### config.mk
export PLATFORM = sky130hd
export DESIGN_NAME = paired_read_quality_trimmer_flat
export DESIGN_NICKNAME = d
export VERILOG_FILES = /design/src/hw/rtl/prqt_pkg.sv /design/src/hw/rtl/prqt_req_if.sv /design/src/hw/rtl/prqt_rsp_if.sv /design/src/hw/rtl/paired_read_quality_trimmer.sv /design/src/hw/rtl/prqt_core.sv /design/src/flat_wrapper.sv
export VERILOG_INCLUDE_DIRS = /design/src /design/src/hw/rtl
export SDC_FILE = /design/constraint.sdc
export NUM_CORES = 1
export LEC_CHECK = 0
export BUFFER_PORTS_ARGS = -buffer_cell sky130_fd_sc_hd__buf_2
export CORE_MARGIN = 5
export CORE_UTILIZATION = 41
export CTS_BUF_LIST = sky130_fd_sc_hd__clkbuf_4
export CTS_CLUSTER_DIAMETER = 50
export DETAILED_ROUTE_END_ITERATION = 8
export HOLD_SLACK_MARGIN = 0.15
export PLACE_DENSITY = 0.57
export SLEW_MARGIN = 20
export SYNTH_ARGS = -nofsm -noshare
export SYNTH_HDL_FRONTEND = slang
export SYNTH_SLANG_ARGS = --single-unit
### constraint.sdc
create_clock -name clock -period 6.64 [get_ports clock]
set_input_delay 0.332 -clock clock [delete_from_list [all_inputs] [get_ports clock]]
set_output_delay 0.332 -clock clock [all_outputs]
set_load 0.005 [all_outputs]
### src/hw/rtl/assert_macros.svh
// Assertion macros shared by the trimmer RTL.
`ifndef ASSERT_MACROS_SVH
`define ASSERT_MACROS_SVH
`ifndef SYNTHESIS
// Property must hold at every clock edge outside reset.
`define ASSERT_ALWAYS(label, clk, rst, prop) \
   label: assert property (@(posedge clk) disable iff (rst) (prop)) \
      else $error("property violated");
// Condition must never be seen outside reset.
`define ASSERT_NEVER(label, clk, rst, cond) \
   label: assert property (@(posedge clk) disable iff (rst) !(cond)) \
      else $error("forbidden condition seen");
`else
`define ASSERT_ALWAYS(label, clk, rst, prop)
`define ASSERT_NEVER(label, clk, rst, cond)
`endif
`endif

### src/hw/rtl/prqt_pkg.sv
// Types and constants of the paired read quality trimmer.
package prqt_pkg;

   localparam int MAX_READ_LEN_DEFAULT = 4096;
   localparam int LEN_W   = 13;
   localparam int SCORE_W = 7;
   localparam int QUAL_W  = 8;

   localparam logic [QUAL_W-1:0] PHRED_OFFSET = 8'd33;

   // Register reset values
   localparam logic [SCORE_W-1:0] LOW_QUALITY_SCORE_RST   = 7'd20;
   localparam logic [LEN_W-1:0]   MAX_LOW_BASES_RST       = 13'd3;
   localparam logic [LEN_W-1:0]   MAX_CONSECUTIVE_LOW_RST = 13'd3;
   localparam logic [LEN_W-1:0]   MIN_KEPT_LENGTH_RST     = 13'd75;

   typedef enum logic [1:0] {
      CSR_LOW_QUALITY_SCORE   = 2'd0,
      CSR_MAX_LOW_BASES       = 2'd1,
      CSR_MAX_CONSECUTIVE_LOW = 2'd2,
      CSR_MIN_KEPT_LENGTH     = 2'd3
   } csr_index_type;

   typedef struct packed {
      logic [SCORE_W-1:0] low_quality_score;
      logic [LEN_W-1:0]   max_low_bases;
      logic [LEN_W-1:0]   max_consecutive_low;
      logic [LEN_W-1:0]   min_kept_length;
   } cfg_type;

   typedef struct packed {
      logic             mate_index;
      logic [LEN_W-1:0] trimmed_length;
      logic             pair_keep;
   } rsp_word_type;

endpackage

### src/hw/rtl/prqt_req_if.sv
// Input channel: one quality byte per word.
interface prqt_req_if;
   import prqt_pkg::*;

   logic              valid;
   logic              ready;
   logic [QUAL_W-1:0] quality_char;
   logic              end_of_read;

   modport source (output valid, output quality_char, output end_of_read, input ready);
   modport sink (input valid, input quality_char, input end_of_read, output ready);
endinterface

### src/hw/rtl/prqt_rsp_if.sv
// Result channel: one trimmed length per read.
interface prqt_rsp_if;
   import prqt_pkg::*;

   logic             valid;
   logic             ready;
   logic             mate_index;
   logic [LEN_W-1:0] trimmed_length;
   logic             pair_keep;

   modport source (output valid, output mate_index, output trimmed_length,
                   output pair_keep, input ready);
   modport sink (input valid, input mate_index, input trimmed_length,
                 input pair_keep, output ready);
endinterface

### src/hw/rtl/paired_read_quality_trimmer.sv
// Paired read quality trimmer: top level with register port and result buffering.
//
// Usage: quality bytes (phred + 33) stream in on req_chan, one base per word,
// mate 0 first, then mate 1; end_of_read marks the last base of each read.
// A word with end_of_read set yields one result word on rsp_chan: the mate
// index, the trimmed length (0 = discarded) and, on mate 1, the pair verdict.
// Other words yield nothing.
// A result is registered into the output register, or into the skid register
// on a stall. One byte per cycle is taken while the skid register is empty;
// each byte's update is saturating counters and compares in the accept cycle.
// The user writes registers through csr_write_enable / csr_index / csr_write_data
// while the block is idle (not enforced); they take effect on the next byte.
// Reset (synchronous, active high) loads the register defaults and starts
// at mate 0 with a clear read. If the receiver stalls, one result waits in
// the output register and a second in a skid register; req_chan.ready drops
// only while the skid register is full.
`include "assert_macros.svh"

module paired_read_quality_trimmer #(
   parameter int MAX_READ_LEN = prqt_pkg::MAX_READ_LEN_DEFAULT
) (
   input  logic                        clock,
   input  logic                        reset,
   prqt_req_if.sink                    req_chan,
   prqt_rsp_if.source                  rsp_chan,
   input  logic                        csr_write_enable,
   input  prqt_pkg::csr_index_type     csr_index,
   input  logic [prqt_pkg::LEN_W-1:0]  csr_write_data
);
   import prqt_pkg::*;

   cfg_type      cfg_ff;
   logic         req_fire;
   logic         result_valid;
   rsp_word_type result_word;

   logic         rsp_valid_ff, rsp_valid_in;
   rsp_word_type rsp_word_ff, rsp_word_in;
   logic         skid_valid_ff, skid_valid_in;
   rsp_word_type skid_word_ff, skid_word_in;

   // Write configuration registers
   always_ff @(posedge clock) begin
      if (reset) begin
         cfg_ff.low_quality_score   <= LOW_QUALITY_SCORE_RST;
         cfg_ff.max_low_bases       <= MAX_LOW_BASES_RST;
         cfg_ff.max_consecutive_low <= MAX_CONSECUTIVE_LOW_RST;
         cfg_ff.min_kept_length     <= MIN_KEPT_LENGTH_RST;
      end else if (csr_write_enable) begin
         case (csr_index)
            CSR_LOW_QUALITY_SCORE: begin
               cfg_ff.low_quality_score <= csr_write_data[SCORE_W-1:0];
            end
            CSR_MAX_LOW_BASES: begin
               cfg_ff.max_low_bases <= csr_write_data;
            end
            CSR_MAX_CONSECUTIVE_LOW: begin
               cfg_ff.max_consecutive_low <= csr_write_data;
            end
            CSR_MIN_KEPT_LENGTH: begin
               cfg_ff.min_kept_length <= csr_write_data;
            end
            default: begin
            end
         endcase
      end
   end

   // Accept a word unless the skid register is occupied
   assign req_chan.ready = !skid_valid_ff;
   assign req_fire       = req_chan.valid && !skid_valid_ff;

   prqt_core #(
      .MAX_READ_LEN (MAX_READ_LEN)
   ) u_core (
      .clock        (clock),
      .reset        (reset),
      .item_fire    (req_fire),
      .quality_char (req_chan.quality_char),
      .end_of_read  (req_chan.end_of_read),
      .cfg          (cfg_ff),
      .result_valid (result_valid),
      .result_word  (result_word)
   );

   // Steer results into the output register, or the skid register on a stall
   always_comb begin
      rsp_valid_in  = rsp_valid_ff;
      rsp_word_in   = rsp_word_ff;
      skid_valid_in = skid_valid_ff;
      skid_word_in  = skid_word_ff;
      if (!rsp_valid_ff || rsp_chan.ready) begin
         if (skid_valid_ff) begin
            rsp_valid_in  = 1'b1;
            rsp_word_in   = skid_word_ff;
            skid_valid_in = 1'b0;
         end else begin
            rsp_valid_in = result_valid;
            rsp_word_in  = result_word;
         end
      end else if (result_valid) begin
         skid_valid_in = 1'b1;
         skid_word_in  = result_word;
      end
   end

   always_ff @(posedge clock) begin
      if (reset) begin
         rsp_valid_ff  <= 1'b0;
         skid_valid_ff <= 1'b0;
      end else begin
         rsp_valid_ff  <= rsp_valid_in;
         skid_valid_ff <= skid_valid_in;
      end
      rsp_word_ff  <= rsp_word_in;
      skid_word_ff <= skid_word_in;
   end

   assign rsp_chan.valid          = rsp_valid_ff;
   assign rsp_chan.mate_index     = rsp_word_ff.mate_index;
   assign rsp_chan.trimmed_length = rsp_word_ff.trimmed_length;
   assign rsp_chan.pair_keep      = rsp_word_ff.pair_keep;

   `ASSERT_NEVER(skid_without_output, clock, reset, skid_valid_ff && !rsp_valid_ff)
   `ASSERT_ALWAYS(read_end_gives_result, clock, reset, (req_fire && req_chan.end_of_read) |=> rsp_valid_ff)
   `ASSERT_ALWAYS(skid_fills_on_stall, clock, reset, $rose(skid_valid_ff) |-> $past(rsp_valid_ff && !rsp_chan.ready))

endmodule

### src/hw/rtl/prqt_core.sv
// Per-read trimming state and the single-pass update for one quality byte.
`include "assert_macros.svh"

module prqt_core #(
   parameter int MAX_READ_LEN = prqt_pkg::MAX_READ_LEN_DEFAULT
) (
   input  logic                  clock,
   input  logic                  reset,
   input  logic                  item_fire,
   input  logic [7:0]            quality_char,
   input  logic                  end_of_read,
   input  prqt_pkg::cfg_type     cfg,
   output logic                  result_valid,
   output prqt_pkg::rsp_word_type result_word
);
   import prqt_pkg::*;

   localparam int CNT_W = $clog2(MAX_READ_LEN + 1);
   localparam int CMP_W = (CNT_W > LEN_W) ? CNT_W : LEN_W;
   localparam logic [CNT_W-1:0] CNT_MAX = CNT_W'(MAX_READ_LEN);

   logic             mate_ff, mate_in;
   logic [CNT_W-1:0] base_position_ff, base_position_in;
   logic [CNT_W-1:0] low_total_ff, low_total_in;
   logic [CNT_W-1:0] low_run_ff, low_run_in;
   logic             length_decided_ff, length_decided_in;
   logic [CNT_W-1:0] decided_length_ff, decided_length_in;
   logic [CNT_W-1:0] first_mate_length_ff, first_mate_length_in;

   logic [QUAL_W-1:0] threshold;
   logic              is_low;
   logic [CNT_W-1:0]  run_sat, total_sat, pos_sat;
   logic [CNT_W:0]    pos_plus1, run_ext;
   logic [CNT_W-1:0]  cut_len;
   logic              run_hit, total_over;
   logic [CNT_W-1:0]  read_len;
   logic              keep;

   function automatic logic [CNT_W-1:0] sat_inc(input logic [CNT_W-1:0] v);
      return (v >= CNT_MAX) ? CNT_MAX : v + CNT_W'(1);
   endfunction

   // Classify the byte and form the candidate counts
   assign threshold  = {1'b0, cfg.low_quality_score} + PHRED_OFFSET;
   assign is_low     = quality_char < threshold;
   assign run_sat    = sat_inc(low_run_ff);
   assign total_sat  = sat_inc(low_total_ff);
   assign pos_sat    = sat_inc(base_position_ff);
   assign pos_plus1  = (CNT_W+1)'(base_position_ff) + (CNT_W+1)'(1);
   assign run_ext    = (CNT_W+1)'(run_sat);
   assign cut_len    = (pos_plus1 >= run_ext) ? CNT_W'(pos_plus1 - run_ext) : '0;
   assign run_hit    = (cfg.max_consecutive_low != '0) &&
                       (CMP_W'(run_sat) == CMP_W'(cfg.max_consecutive_low));
   assign total_over = CMP_W'(total_sat) > CMP_W'(cfg.max_low_bases);

   // Advance the read state; emit and clear at the read end
   always_comb begin
      mate_in              = mate_ff;
      base_position_in     = base_position_ff;
      low_total_in         = low_total_ff;
      low_run_in           = low_run_ff;
      length_decided_in    = length_decided_ff;
      decided_length_in    = decided_length_ff;
      first_mate_length_in = first_mate_length_ff;
      read_len             = '0;
      keep                 = 1'b0;

      if (item_fire && !length_decided_ff) begin
         if (is_low) begin
            low_run_in   = run_sat;
            low_total_in = total_sat;
            if (run_hit) begin
               length_decided_in = 1'b1;
               decided_length_in = cut_len;
            end else if (total_over) begin
               length_decided_in = 1'b1;
               decided_length_in = '0;
            end
         end else begin
            low_run_in = '0;
         end
         base_position_in = pos_sat;
      end

      read_len = length_decided_in ? decided_length_in : base_position_in;
      keep = (first_mate_length_ff != '0) && (read_len != '0) &&
             (CMP_W'(first_mate_length_ff) >= CMP_W'(cfg.min_kept_length)) &&
             (CMP_W'(read_len) >= CMP_W'(cfg.min_kept_length));

      if (item_fire && end_of_read) begin
         if (!mate_ff) begin
            first_mate_length_in = read_len;
         end
         mate_in           = ~mate_ff;
         base_position_in  = '0;
         low_total_in      = '0;
         low_run_in        = '0;
         length_decided_in = 1'b0;
         decided_length_in = '0;
      end
   end

   assign result_valid               = item_fire && end_of_read;
   assign result_word.mate_index     = mate_ff;
   assign result_word.trimmed_length = LEN_W'(read_len);
   assign result_word.pair_keep      = mate_ff && keep;

   // Hold the read state
   always_ff @(posedge clock) begin
      if (reset) begin
         mate_ff              <= 1'b0;
         base_position_ff     <= '0;
         low_total_ff         <= '0;
         low_run_ff           <= '0;
         length_decided_ff    <= 1'b0;
         decided_length_ff    <= '0;
         first_mate_length_ff <= '0;
      end else begin
         mate_ff              <= mate_in;
         base_position_ff     <= base_position_in;
         low_total_ff         <= low_total_in;
         low_run_ff           <= low_run_in;
         length_decided_ff    <= length_decided_in;
         decided_length_ff    <= decided_length_in;
         first_mate_length_ff <= first_mate_length_in;
      end
   end

   `ASSERT_NEVER(run_above_position, clock, reset, low_run_ff > base_position_ff)
   `ASSERT_NEVER(total_below_run, clock, reset, low_total_ff < low_run_ff)
   `ASSERT_NEVER(cut_past_position, clock, reset, length_decided_ff && (decided_length_ff > base_position_ff))

endmodule

### src/flat_wrapper.sv
// flat-port wrapper written by rule: the top's interface ports become plain ports
module paired_read_quality_trimmer_flat import prqt_pkg::*;
#(
   parameter int MAX_READ_LEN = prqt_pkg::MAX_READ_LEN_DEFAULT
)
  (clock, reset, csr_write_enable, csr_index, csr_write_data, req_chan_valid, req_chan_quality_char, req_chan_end_of_read, req_chan_ready, rsp_chan_valid, rsp_chan_mate_index, rsp_chan_trimmed_length, rsp_chan_pair_keep, rsp_chan_ready);
  prqt_req_if req_chan_i ();
  prqt_rsp_if rsp_chan_i ();
  input  logic clock;
  input  logic reset;
  input  logic csr_write_enable;
  input  prqt_pkg::csr_index_type csr_index;
  input  logic [prqt_pkg::LEN_W-1:0] csr_write_data;
  input wire logic [$bits(req_chan_i.valid)-1:0] req_chan_valid;
  input wire logic [$bits(req_chan_i.quality_char)-1:0] req_chan_quality_char;
  input wire logic [$bits(req_chan_i.end_of_read)-1:0] req_chan_end_of_read;
  output wire logic [$bits(req_chan_i.ready)-1:0] req_chan_ready;
  output wire logic [$bits(rsp_chan_i.valid)-1:0] rsp_chan_valid;
  output wire logic [$bits(rsp_chan_i.mate_index)-1:0] rsp_chan_mate_index;
  output wire logic [$bits(rsp_chan_i.trimmed_length)-1:0] rsp_chan_trimmed_length;
  output wire logic [$bits(rsp_chan_i.pair_keep)-1:0] rsp_chan_pair_keep;
  input wire logic [$bits(rsp_chan_i.ready)-1:0] rsp_chan_ready;
  assign req_chan_i.valid = req_chan_valid;
  assign req_chan_i.quality_char = req_chan_quality_char;
  assign req_chan_i.end_of_read = req_chan_end_of_read;
  assign req_chan_ready = req_chan_i.ready;
  assign rsp_chan_valid = rsp_chan_i.valid;
  assign rsp_chan_mate_index = rsp_chan_i.mate_index;
  assign rsp_chan_trimmed_length = rsp_chan_i.trimmed_length;
  assign rsp_chan_pair_keep = rsp_chan_i.pair_keep;
  assign rsp_chan_i.ready = rsp_chan_ready;
  paired_read_quality_trimmer #(.MAX_READ_LEN(MAX_READ_LEN)) u_core (.clock(clock), .reset(reset), .req_chan(req_chan_i), .rsp_chan(rsp_chan_i), .csr_write_enable(csr_write_enable), .csr_index(csr_index), .csr_write_data(csr_write_data));
endmodule
==> metrics.cfg, run 1 <==
[timing]
finClkSkew_ns = 0.01823
max_slew.worst_pin.slew_ns = 0.9168
max_freq_ghz = 0.1645
hold_violations = 0
grt_setup_unrepaired = no
slew_headroom_pct = 38.65
layout_setup_ws_ns = 0.5610
period_needed_ns = 6.079
setup_total_neg_slack_ns = 0
timing.final.setup_violations = 0
final-max-slew-violation-count = 0
layout_worst_path_cycle_share_pct = 91.55

[pwr]
power_density_nw_per_um2 = 182.6
finalPower_uw = 1780
leakage_uw = 0.003856
ir_drop_worst_vdd_v = 0.0001154

[placed_design]
io_buffers = 45
gpl.final_weighted_congestion = 0.9364
placedCellCount = 1352
place_ws_ns = 0.6469
place.detailed.hpwl_um = 17720
dpl-instance-area_um2 = 9321

[synthesis]
synth_flop_cell = sky130_fd_sc_hd__dfxtp_1
synth_compound_area_share_pct = 18.14
yosys.area_share.simple_pct = 23.78
synth.net_count = 1164
async_reset_ff_share_pct = 0
ys_warns = 0
mapped_area_um2 = 8841
ys_seq_elements = 145
post_synth_mux_area_share_pct = 3.623
synth-edff-count = 30
post_synth_num_cell_types = 81
synth_xor_area_share_pct = 4.132
sequential_fraction_of_the_synthesis_area_pct = 36.23
synth_top_family_by_area = simple AND/OR/NAND/NOR gates
synth-adder-area-share_pct = 9.567
synth_area_per_cell_um2 = 8.278
syn_inst = 1068

[worst_setup_path]
critical_path.max_stage_delay_ns = 0.49
timing_endpoint_of_the_critical_path = u_core.rsp_chan.pair_keep$_DFFE_PP_
timing.setup.critical_path_class = register to register
crit_arrival_ns = 6.37
crit_path_frequent_cell = sky130_fd_sc_hd__ha_1
crit_path_end_kind = register
count_of_cells_along_the_worst_register_to_register_path = 25
top_fanout_value_on_the_critical_path = 8
worstSetupStartpoint = u_core.u_core.low_run_ff[0]$_SDFFE_PP0P_
data_required_time_of_the_critical_path_ns = 6.94
crit-reg2reg-capture = u_core.rsp_chan.pair_keep$_DFFE_PP_
setup.reg_to_reg.worst_slack_ns = 0.56
cpMaxStageDelayCell = sky130_fd_sc_hd__dfxtp_1
crit-reg2reg-launch = u_core.u_core.low_run_ff[0]$_SDFFE_PP0P_
crit_path_start_kind = register

[grt]
grt_first_pass_wirelength_um = 38450
grt_start_max_net_pins = 64
first_global_vias = 7173
overall_global_routing_usage_pct = 19.74
grt-ovfl-total = 0
antenna_violations_before_repair = 1

[cts]
cts_inserted_buffers = 17
clock_tree_from_tritoncts = yes
worstSkewPairLatency_ns = 0.55
htreeDepth = 4
clock_sink_count = 145
clk_transition_reported_paths_ns = 0.14
cell_at_the_root_of_the_clock_tree = sky130_fd_sc_hd__clkbuf_4
cts_hold_buffers = 15
cts.repair.resized = 0
post_cts.repair.setup_buffers = 0
cts_buffer_depth = 2

[cells_and_area]
final_cell_area_um2 = 9749
nNetsFinal = 1207
layout-drive-gt1-share_pct = 11.48
layoutNonFillerInstCount = 1400
area.growth.synth_to_final_pct = 10.27

[route]
detail_route.iter0.violations = 460
num_vias = 7642
remaining_number_of_nets_flagged_by_the_antenna_check_after_routing = 0
remaining_drc_errors = 0
vias_cell = 5.459
firstDrtPassIters = 5
wl_um = 23880
routed_wire_length_per_instance_um = 17.06

[hold_path]
min_path_type = primary input to register

[die]
io_pins = 46
initial_utilization_pct = 41.79
die_height_um = 156.8
fp.dieArea_um2 = 24600
floorplan.die.width_um = 156.8
core.rowCount = 53
core_region_area_um2 = 21150

[outcome]
run_status = completed

[run]
drv.max_cap_violation_count = 0

-- critical path, delay by kind of cell (launching register included) --
kind / cells / cell delay, ns
adder cells (fa/ha/maj): 3 / 0.99
AO/OA/AOI/OAI: 10 / 1.54
flip-flops: 1 / 0.49
AND/OR/NAND/NOR: 12 / 2.79
-- kinds of logic after synthesis --
| family | after synthesis |
|---|---|
| adder cells (fa/ha/maj) | 67 |
| AO/OA/AOI/OAI | 246 |
| AND/OR/NAND/NOR | 436 |
| flip-flops | 145 |
| XOR/XNOR | 40 |
| buffers and inverters | 103 |
| multiplexers | 31 |
-- layout make-up --
class / instances / area, µm²
fill: 2163 / 11400
multi-input combinational: 820 / 5245
sequential: 145 / 3203
timing repair buffer: 74 / 483.0
tap: 275 / 344.1
inverter: 53 / 198.9
clock inverter: 15 / 145.1
clock buffer: 17 / 127.6
antenna: 1 / 2.502
-- Yosys cell counts, types with 10 or more instances --
cell type                  count  share of area [%]
sky130_fd_sc_hd__nor3_1       27                1.5
sky130_fd_sc_hd__mux2i_1      23                2.6
sky130_fd_sc_hd__nor2_1      101                4.3
sky130_fd_sc_hd__edfxtp_1     30                 10
sky130_fd_sc_hd__o21ai_0      43                2.4
sky130_fd_sc_hd__and3_1       12               0.85
sky130_fd_sc_hd__nor2b_1      20                1.4
sky130_fd_sc_hd__a21o_1       12                1.0
sky130_fd_sc_hd__inv_1        51                2.2
sky130_fd_sc_hd__dfxtp_1     115                 26
sky130_fd_sc_hd__clkbuf_1     42                1.8
sky130_fd_sc_hd__or3_1        10               0.71
sky130_fd_sc_hd__xnor2_1      21                2.1
sky130_fd_sc_hd__nand4_1      12               0.85
sky130_fd_sc_hd__nand2_1     151                6.4
sky130_fd_sc_hd__ha_1         66                9.3
sky130_fd_sc_hd__o21a_1       10               0.85
sky130_fd_sc_hd__xor2_1       18                1.8
sky130_fd_sc_hd__nor4_1       11               0.78
sky130_fd_sc_hd__nand3_1      35                2.0
sky130_fd_sc_hd__a21oi_1     100                5.7
-- sequential cells by signal, indices dropped and copies added (netlist names), 13 cells and up --
signal and cells:
u_core.cfg_ff 46, u_core.skid_word_ff 15, u_core.rsp_chan.trimmed_length 13, u_core.u_core.base_position_ff 13, u_core.u_core.decided_length_ff 13, u_core.u_core.first_mate_length_ff 13
u_core.u_core.low_run_ff 13, u_core.u_core.low_total_ff 13
-- layout by cell type (no fill, tap or decap), types with 18 or more instances in the layout --
| master | instances |
|---|---|
| sky130_fd_sc_hd__nand3_1 | 35 |
| sky130_fd_sc_hd__buf_2 | 44 |
| sky130_fd_sc_hd__edfxtp_1 | 30 |
| sky130_fd_sc_hd__nor3_1 | 27 |
| sky130_fd_sc_hd__nor2_1 | 101 |
| sky130_fd_sc_hd__nor2b_1 | 20 |
| sky130_fd_sc_hd__xnor2_1 | 21 |
| sky130_fd_sc_hd__a21oi_1 | 100 |
| sky130_fd_sc_hd__ha_1 | 66 |
| sky130_fd_sc_hd__o21ai_0 | 43 |
| sky130_fd_sc_hd__dfxtp_1 | 115 |
| sky130_fd_sc_hd__inv_1 | 51 |
| sky130_fd_sc_hd__xor2_1 | 18 |
| sky130_fd_sc_hd__nand2_1 | 151 |
| sky130_fd_sc_hd__mux2i_1 | 23 |
-- routing by layer --
metal  part of all wire (%)  GRT usage [%]
met1                     49          28.44
met2                     45          30.46
met3                    4.4          3.733
met4                    1.2          5.083
met5                      0              0
-- worst min-delay path by stage --
| stage | startpoint | to | slack [ns] | depth (start not counted) |
|---|---|---|---|---|
| after global placement | u_core.u_core.decided_length_ff[3]$_SDFF_PP0_ | u_core.u_core.decided_length_ff[3]$_SDFF_PP0_ | 0.44 | 2 |
| after floorplan | u_core.u_core.decided_length_ff[3]$_SDFF_PP0_ | u_core.u_core.decided_length_ff[3]$_SDFF_PP0_ | 0.43 | 2 |
| after global routing | reset | u_core.cfg_ff[42]$_SDFFE_PP0P_ | 0.24 | 2 |
| after detailed placement | u_core.cfg_ff[29]$_SDFFE_PP0P_ | u_core.cfg_ff[29]$_SDFFE_PP0P_ | 0.45 | 2 |
| final | reset | u_core.cfg_ff[44]$_SDFFE_PP0P_ | 0.28 | 2 |
| after CTS | req_chan_valid | u_core.u_core.mate_ff$_SDFFE_PP0P_ | 0.24 | 4 |
-- where the power goes --
group | switching [µW] | internal [µW]
clock | 368 | 197
sequential | 18.6 | 924
combinational | 161 | 111
-- per-stage QoR --
step / util [%] / hold WS [ns]
after floorplan: - / 0.4312
after global placement: 44.06 / 0.4409
after detailed placement: 44.06 / 0.4463
after CTS: 46.06 / 0.2411
after global routing: 46.09 / 0.2444
final: 46.09 / 0.2835
No activity file was read; power rests on OpenSTA's default activity.
==> inputs of run 2 (changes only) <==
CAP_MARGIN = 20   (was default)
CORE_UTILIZATION = 30   (was 41)
PLACE_DENSITY = 0.45   (was 0.57)
==> metrics.cfg, run 2 (synthesis gave the netlist of run 1 again) <==
[pwr]
switching_power_share_of_the_total_pct = 28.65
ir_drop_worst_vdd_v = 0.0001178
net_switching_power_uw = 540.0
leakage_uw = 0.003913
share_comb_of_total_power_pct = 14.9
finalPower_uw = 1884
internal_power_uw = 1344
power.share.clock_pct = 35.1
power_density_nw_per_um2 = 188.5
seq_power_share_pct = 50.0

[timing]
slew_headroom_pct = 42.41
finClkSkew_ns = 0.02304
hold_violations = 0
grt_setup_unrepaired = no
max_freq_ghz = 0.1644
final-max-slew-violation-count = 0
timing.final.setup_violations = 0
period_needed_ns = 6.081
setup_total_neg_slack_ns = 0
layout_worst_path_cycle_share_pct = 91.59
max_slew.worst_pin.slew_ns = 0.8606

[cts]
post_cts.repair.setup_buffers = 0
clk_transition_reported_paths_ns = 0.14
cts_buffer_depth = 2
clock_tree_from_tritoncts = yes
worstSkewPairLatency_ns = 0.57
clock_sink_count = 145
cts_inserted_buffers = 17
htreeDepth = 4
cell_at_the_root_of_the_clock_tree = sky130_fd_sc_hd__clkbuf_4

[route]
remaining_number_of_nets_flagged_by_the_antenna_check_after_routing = 0
routed-wl-met2_um = 11610
wl_met1_um = 13340
remaining_drc_errors = 0
detailroute.wirelength.met3_um = 957
vias_cell = 5.107
num_vias = 7747
wl_um = 26180
routed_wire_length_per_instance_um = 17.26
firstDrtPassIters = 6
top_layer = met4
detail_route.iter0.violations = 463

[die]
die_height_um = 181.7
io_pins = 46
fp.dieArea_um2 = 33000
core_region_area_um2 = 28940
floorplan.die.width_um = 181.7
initial_utilization_pct = 30.55
core.rowCount = 62

[outcome]
run_status = completed

[cells_and_area]
final_cell_area_um2 = 10000
most_flop_heavy_register = u_core.cfg_ff
layout-drive-gt1-share_pct = 12.10
final_common_cell = sky130_fd_sc_hd__nand2_1
top_regs = u_core.cfg_ff (46), u_core.skid_word_ff (15)
fillCellCount = 3015
largest_reg_flops = 46
area.growth.synth_to_final_pct = 13.11
layout_common_cells = sky130_fd_sc_hd__nand2_1, sky130_fd_sc_hd__dfxtp_1, sky130_fd_sc_hd__nor2_1
layoutNonFillerInstCount = 1517
nNetsFinal = 1215

[worst_setup_path]
crit_arrival_ns = 6.42
crit_path_start_kind = register
top_fanout_value_on_the_critical_path = 8
crit_path_end_kind = register
data_required_time_of_the_critical_path_ns = 6.98
timing.setup.critical_path_class = register to register

[placed_design]
place.detailed.hpwl_um = 19810
dpl-instance-area_um2 = 9518
placedCellCount = 1469
gpl.final_weighted_congestion = 0.8494
io_buffers = 45

[grt]
overall_global_routing_usage_pct = 15.97
first_global_vias = 7479
antenna_violations_before_repair = 1
grt_first_pass_wirelength_um = 41970
grt_start_max_net_pins = 64
grt-ovfl-total = 0

[hold_path]
min_path_type = primary input to register

[run]
drv.max_cap_violation_count = 0

## run 2: cell count changes in the layout (fill, tap and decap cells not counted), sizes merged
cell      before  now
clkinvlp       2    4
clkinv         3    5
bufinv         1    4
inv           62   53
buf           59   67
clkbuf        17   19
## run 2: stage by stage
step / setup WS, ns / hold WS (ns) / util, %
after floorplan: 1.258 / 0.4312 / -
after global placement: 0.7308 / 0.4369 / 32.89
after detailed placement: 0.6182 / 0.4465 / 32.89
after CTS: 0.6116 / 0.2495 / 34.55
after global routing: 0.03097 / 0.2740 / 34.56
final: 0.5587 / 0.2977 / 34.56
## run 2: cell type report
| type | count | area (µm²) | share of cell area, % |
|---|---|---|---|
| Tap cell | 384 | 480.5 | 4.805 |
| Antenna cell | 1 | 2.502 | 0.02503 |
| Sequential cell | 145 | 3203 | 32.03 |
| Inverter | 53 | 198.9 | 1.989 |
| Multi-Input combinational cell | 820 | 5245 | 52.45 |
| Clock buffer | 19 | 142.6 | 1.426 |
| Clock inverter | 13 | 186.4 | 1.864 |
| Timing Repair Buffer | 82 | 540.5 | 5.405 |
## run 2: repair_timing
action / CTS / global route
hold buffers: 15 / 0
gates resized for setup: 0 / 0
hold endpoints to repair: 48 / 0
## run 2: final timing paths
check / cells past startpoint / startpoint / end / slack (ns)
worst max-delay path: 25 / u_core.u_core.low_run_ff[0]$_SDFFE_PP0P_ / u_core.rsp_chan.pair_keep$_DFFE_PP_ / 0.56
worst min-delay path: 4 / csr_index[0] / u_core.cfg_ff[21]$_SDFFE_PP0P_ / 0.30
worst max register to register: 25 / u_core.u_core.low_run_ff[0]$_SDFFE_PP0P_ / u_core.rsp_chan.pair_keep$_DFFE_PP_ / 0.56
worst min register to register: 2 / u_core.cfg_ff[33]$_SDFFE_PP0P_ / u_core.cfg_ff[33]$_SDFFE_PP0P_ / 0.46
## run 2: power groups by stage
stage	registers [µW]	clock network [µW]	logic (µW)
finish	943	661	281
global route	947	729	314
CTS	943	686	284
detailed placement	963	0	275
global placement	962	0	276
floorplan	958	0	185
## run 2: worst max-delay path: stages, from the launching register on
cell and delay [ns]:
sky130_fd_sc_hd__dfxtp_1 0.48, sky130_fd_sc_hd__ha_1 0.35, sky130_fd_sc_hd__nand2_1 0.16, sky130_fd_sc_hd__or4_4 0.46, sky130_fd_sc_hd__and2_4 0.19, sky130_fd_sc_hd__or2_2 0.28
sky130_fd_sc_hd__ha_1 0.35, sky130_fd_sc_hd__nand3_1 0.11, sky130_fd_sc_hd__nor4_1 0.35, sky130_fd_sc_hd__a211o_1 0.16, sky130_fd_sc_hd__o22ai_1 0.09, sky130_fd_sc_hd__nand4b_1 0.29
sky130_fd_sc_hd__nor2_1 0.42, sky130_fd_sc_hd__a22oi_1 0.21, sky130_fd_sc_hd__nor2_1 0.24, sky130_fd_sc_hd__ha_1 0.28, sky130_fd_sc_hd__nor2b_1 0.13, sky130_fd_sc_hd__o21a_1 0.16
sky130_fd_sc_hd__o21a_1 0.15, sky130_fd_sc_hd__o21ai_0 0.15, sky130_fd_sc_hd__nand2b_1 0.07, sky130_fd_sc_hd__a21oi_1 0.14, sky130_fd_sc_hd__o31ai_1 0.08, sky130_fd_sc_hd__a311o_1 0.35
sky130_fd_sc_hd__nand3_1 0.12, sky130_fd_sc_hd__o31ai_2 0.07
## run 2: layer usage
layer	global-route usage [%]	vias up
li1	-	3902
met1	23.14	3680
met2	24.78	151
met3	2.821	14
met4	3.663	0
met5	0	-
==> inputs of run 3 (changes only) <==
CORE_UTILIZATION = 64   (was 30)
PLACE_DENSITY = 0.83   (was 0.45)
clock period = 5.6 ns   (was 6.64 ns; I/O delays follow)
==> metrics.cfg, run 3 (synthesis gave the netlist of run 1 again) <==
[die]
floorplan.die.width_um = 127.5
io_pins = 46
core_region_area_um2 = 13720
die_height_um = 127.5
core.rowCount = 43
initial_utilization_pct = 64.44
fp.dieArea_um2 = 16270

[timing]
slew_headroom_pct = 43.91
period_needed_ns = 5.422
max_freq_ghz = 0.1844
hold_violations = 0
timing.final.setup_violations = 0
max_slew.worst_pin.slew_ns = 0.8413
layout_worst_path_cycle_share_pct = 96.82
setup_total_neg_slack_ns = 0
finClkSkew_ns = 0.01523
final-max-slew-violation-count = 0

[cts]
clock_sink_count = 145
htreeDepth = 4
cts_buffer_depth = 2
worstSkewPairLatency_ns = 0.58
cell_at_the_root_of_the_clock_tree = sky130_fd_sc_hd__clkbuf_4
clk_transition_reported_paths_ns = 0.13
cts_inserted_buffers = 17
clock_tree_from_tritoncts = yes

[run]
drv.max_cap_violation_count = 0

[route]
remaining_number_of_nets_flagged_by_the_antenna_check_after_routing = 0
remaining_drc_errors = 0
detail_route.iter0.violations = 817
firstDrtPassIters = 5
vias_cell = 6.207
wl_um = 24100
routed_wire_length_per_instance_um = 18.17
num_vias = 8230

[worst_setup_path]
crit-reg2reg-capture = u_core.rsp_chan.pair_keep$_DFFE_PP_
crit_path_start_kind = register
crit-reg2reg-launch = u_core.u_core.low_run_ff[0]$_SDFFE_PP0P_
count_of_cells_along_the_worst_register_to_register_path = 24
setup.reg_to_reg.worst_slack_ns = 0.18
crit_path_end_kind = register
data_required_time_of_the_critical_path_ns = 5.93
top_fanout_value_on_the_critical_path = 8
crit_arrival_ns = 5.76
timing.setup.critical_path_class = register to register

[pwr]
leakage_uw = 0.003958
power_density_nw_per_um2 = 211.3
ir_drop_worst_vdd_v = 0.0002085
finalPower_uw = 2082

[hold_path]
hold_end = u_core.cfg_ff[22]$_SDFFE_PP0P_
min_path_type = primary input to register
whs_path_depth = 4
min-delay-start = csr_index[0]

[cells_and_area]
most_flop_heavy_register = u_core.cfg_ff
layout-drive-gt1-share_pct = 15.02
nNetsFinal = 1228
layout_common_cells = sky130_fd_sc_hd__nand2_1, sky130_fd_sc_hd__dfxtp_1, sky130_fd_sc_hd__a21oi_1
top_regs = u_core.cfg_ff (46), u_core.skid_word_ff (15)
area.growth.synth_to_final_pct = 11.48
final_common_cell = sky130_fd_sc_hd__nand2_1
largest_reg_flops = 46

[outcome]
run_status = completed

[grt]
first_global_vias = 7739
grt_first_pass_wirelength_um = 38860
overall_global_routing_usage_pct = 30.11
grt_start_max_net_pins = 64
antenna_violations_before_repair = 1
grt-ovfl-total = 0

[placed_design]
io_buffers = 45
place.detailed.hpwl_um = 17800
gpl.final_weighted_congestion = 0.9935

==> run 3: layout make-up <==
type | count | area (µm²)
antenna | 1 | 2.502
fill | 1098 | 3864
sequential | 145 | 3214
clock buffer | 17 | 127.6
multi-input combinational | 820 | 5323
tap | 180 | 225.2
clock inverter | 15 | 122.6
inverter | 53 | 198.9
timing repair buffer | 95 | 641.9
==> run 3: timing repair <==
action                                 CTS  global route
setup endpoints to repair                0             2
gates resized for setup                  0            27
hold buffers                            15             0
setup buffers                            0             3
endpoints found under the hold margin   48             0
==> run 3: through the flow <==
| step | setup WS (ns) | utilization [%] | instances | area (µm²) | hold WS, ns |
|---|---|---|---|---|---|
| after floorplan | 0.2176 | - | 1068 | 8841 | 0.3978 |
| after global placement | 0.3673 | 68.03 | 1275 | 9333 | 0.4418 |
| after detailed placement | 0.1771 | 68.04 | 1275 | 9335 | 0.4467 |
| after CTS | 0.04423 | 70.96 | 1322 | 9736 | 0.2042 |
| after global routing | -0.03266 | 71.84 | 1326 | 9856 | 0.2442 |
| final | 0.1782 | 71.84 | 1326 | 9856 | 0.2502 |
==> run 3: how the worst max path moves through the flow <==
| stage | from | end | slack, ns |
|---|---|---|---|
| final | u_core.u_core.low_run_ff[0]$_SDFFE_PP0P_ | u_core.rsp_chan.pair_keep$_DFFE_PP_ | 0.18 |
| after detailed placement | u_core.u_core.low_total_ff[1]$_SDFFE_PP0P_ | u_core.rsp_chan.pair_keep$_DFFE_PP_ | 0.18 |
| after CTS | u_core.u_core.low_total_ff[0]$_SDFFE_PP0P_ | u_core.rsp_chan.pair_keep$_DFFE_PP_ | 0.04 |
| after floorplan | u_core.u_core.low_run_ff[0]$_SDFFE_PP0P_ | u_core.rsp_chan.pair_keep$_DFFE_PP_ | 0.22 |
| after global routing | u_core.u_core.low_run_ff[0]$_SDFFE_PP0P_ | u_core.skid_word_ff[0]$_DFFE_PP_ | -0.03 |
| after global placement | u_core.u_core.low_total_ff[0]$_SDFFE_PP0P_ | u_core.rsp_chan.pair_keep$_DFFE_PP_ | 0.37 |
==> run 3: critical path, stage by stage, from the launching register on <==
cell and delay [ns]:
sky130_fd_sc_hd__dfxtp_4 0.40, sky130_fd_sc_hd__ha_1 0.22, sky130_fd_sc_hd__buf_4 0.16, sky130_fd_sc_hd__xnor2_1 0.15, sky130_fd_sc_hd__or2_2 0.31, sky130_fd_sc_hd__ha_1 0.37, sky130_fd_sc_hd__a21o_1 0.23, sky130_fd_sc_hd__a221o_1 0.45
sky130_fd_sc_hd__a211o_1 0.32, sky130_fd_sc_hd__o22ai_1 0.17, sky130_fd_sc_hd__nand4b_1 0.19, sky130_fd_sc_hd__nor2_2 0.06, sky130_fd_sc_hd__a22oi_2 0.22, sky130_fd_sc_hd__nor2_2 0.07, sky130_fd_sc_hd__ha_1 0.30, sky130_fd_sc_hd__nor2b_1 0.13
sky130_fd_sc_hd__o21a_1 0.16, sky130_fd_sc_hd__o21a_1 0.17, sky130_fd_sc_hd__o21ai_1 0.18, sky130_fd_sc_hd__nand2b_1 0.08, sky130_fd_sc_hd__a21oi_1 0.18, sky130_fd_sc_hd__o31ai_1 0.09, sky130_fd_sc_hd__a311o_1 0.35, sky130_fd_sc_hd__nand3_1 0.12
sky130_fd_sc_hd__o31ai_2 0.07
==> run 3: per-layer routing <==
layer | part of all wire, % | vias to the layer above | track usage, %
li1 | - | 3942 | -
met1 | 42 | 3844 | 39.62
met2 | 46 | 373 | 48.28
met3 | 8.1 | 71 | 6.313
met4 | 3.5 | 0 | 12.49
met5 | 0 | - | 0
==> run 3: power by group <==
part	total, µW	internal, µW	switching (µW)
Clock	616	186	429
Combinational	349	144	205
Sequential	1120	1100	21.8
Total	2080	1430	656
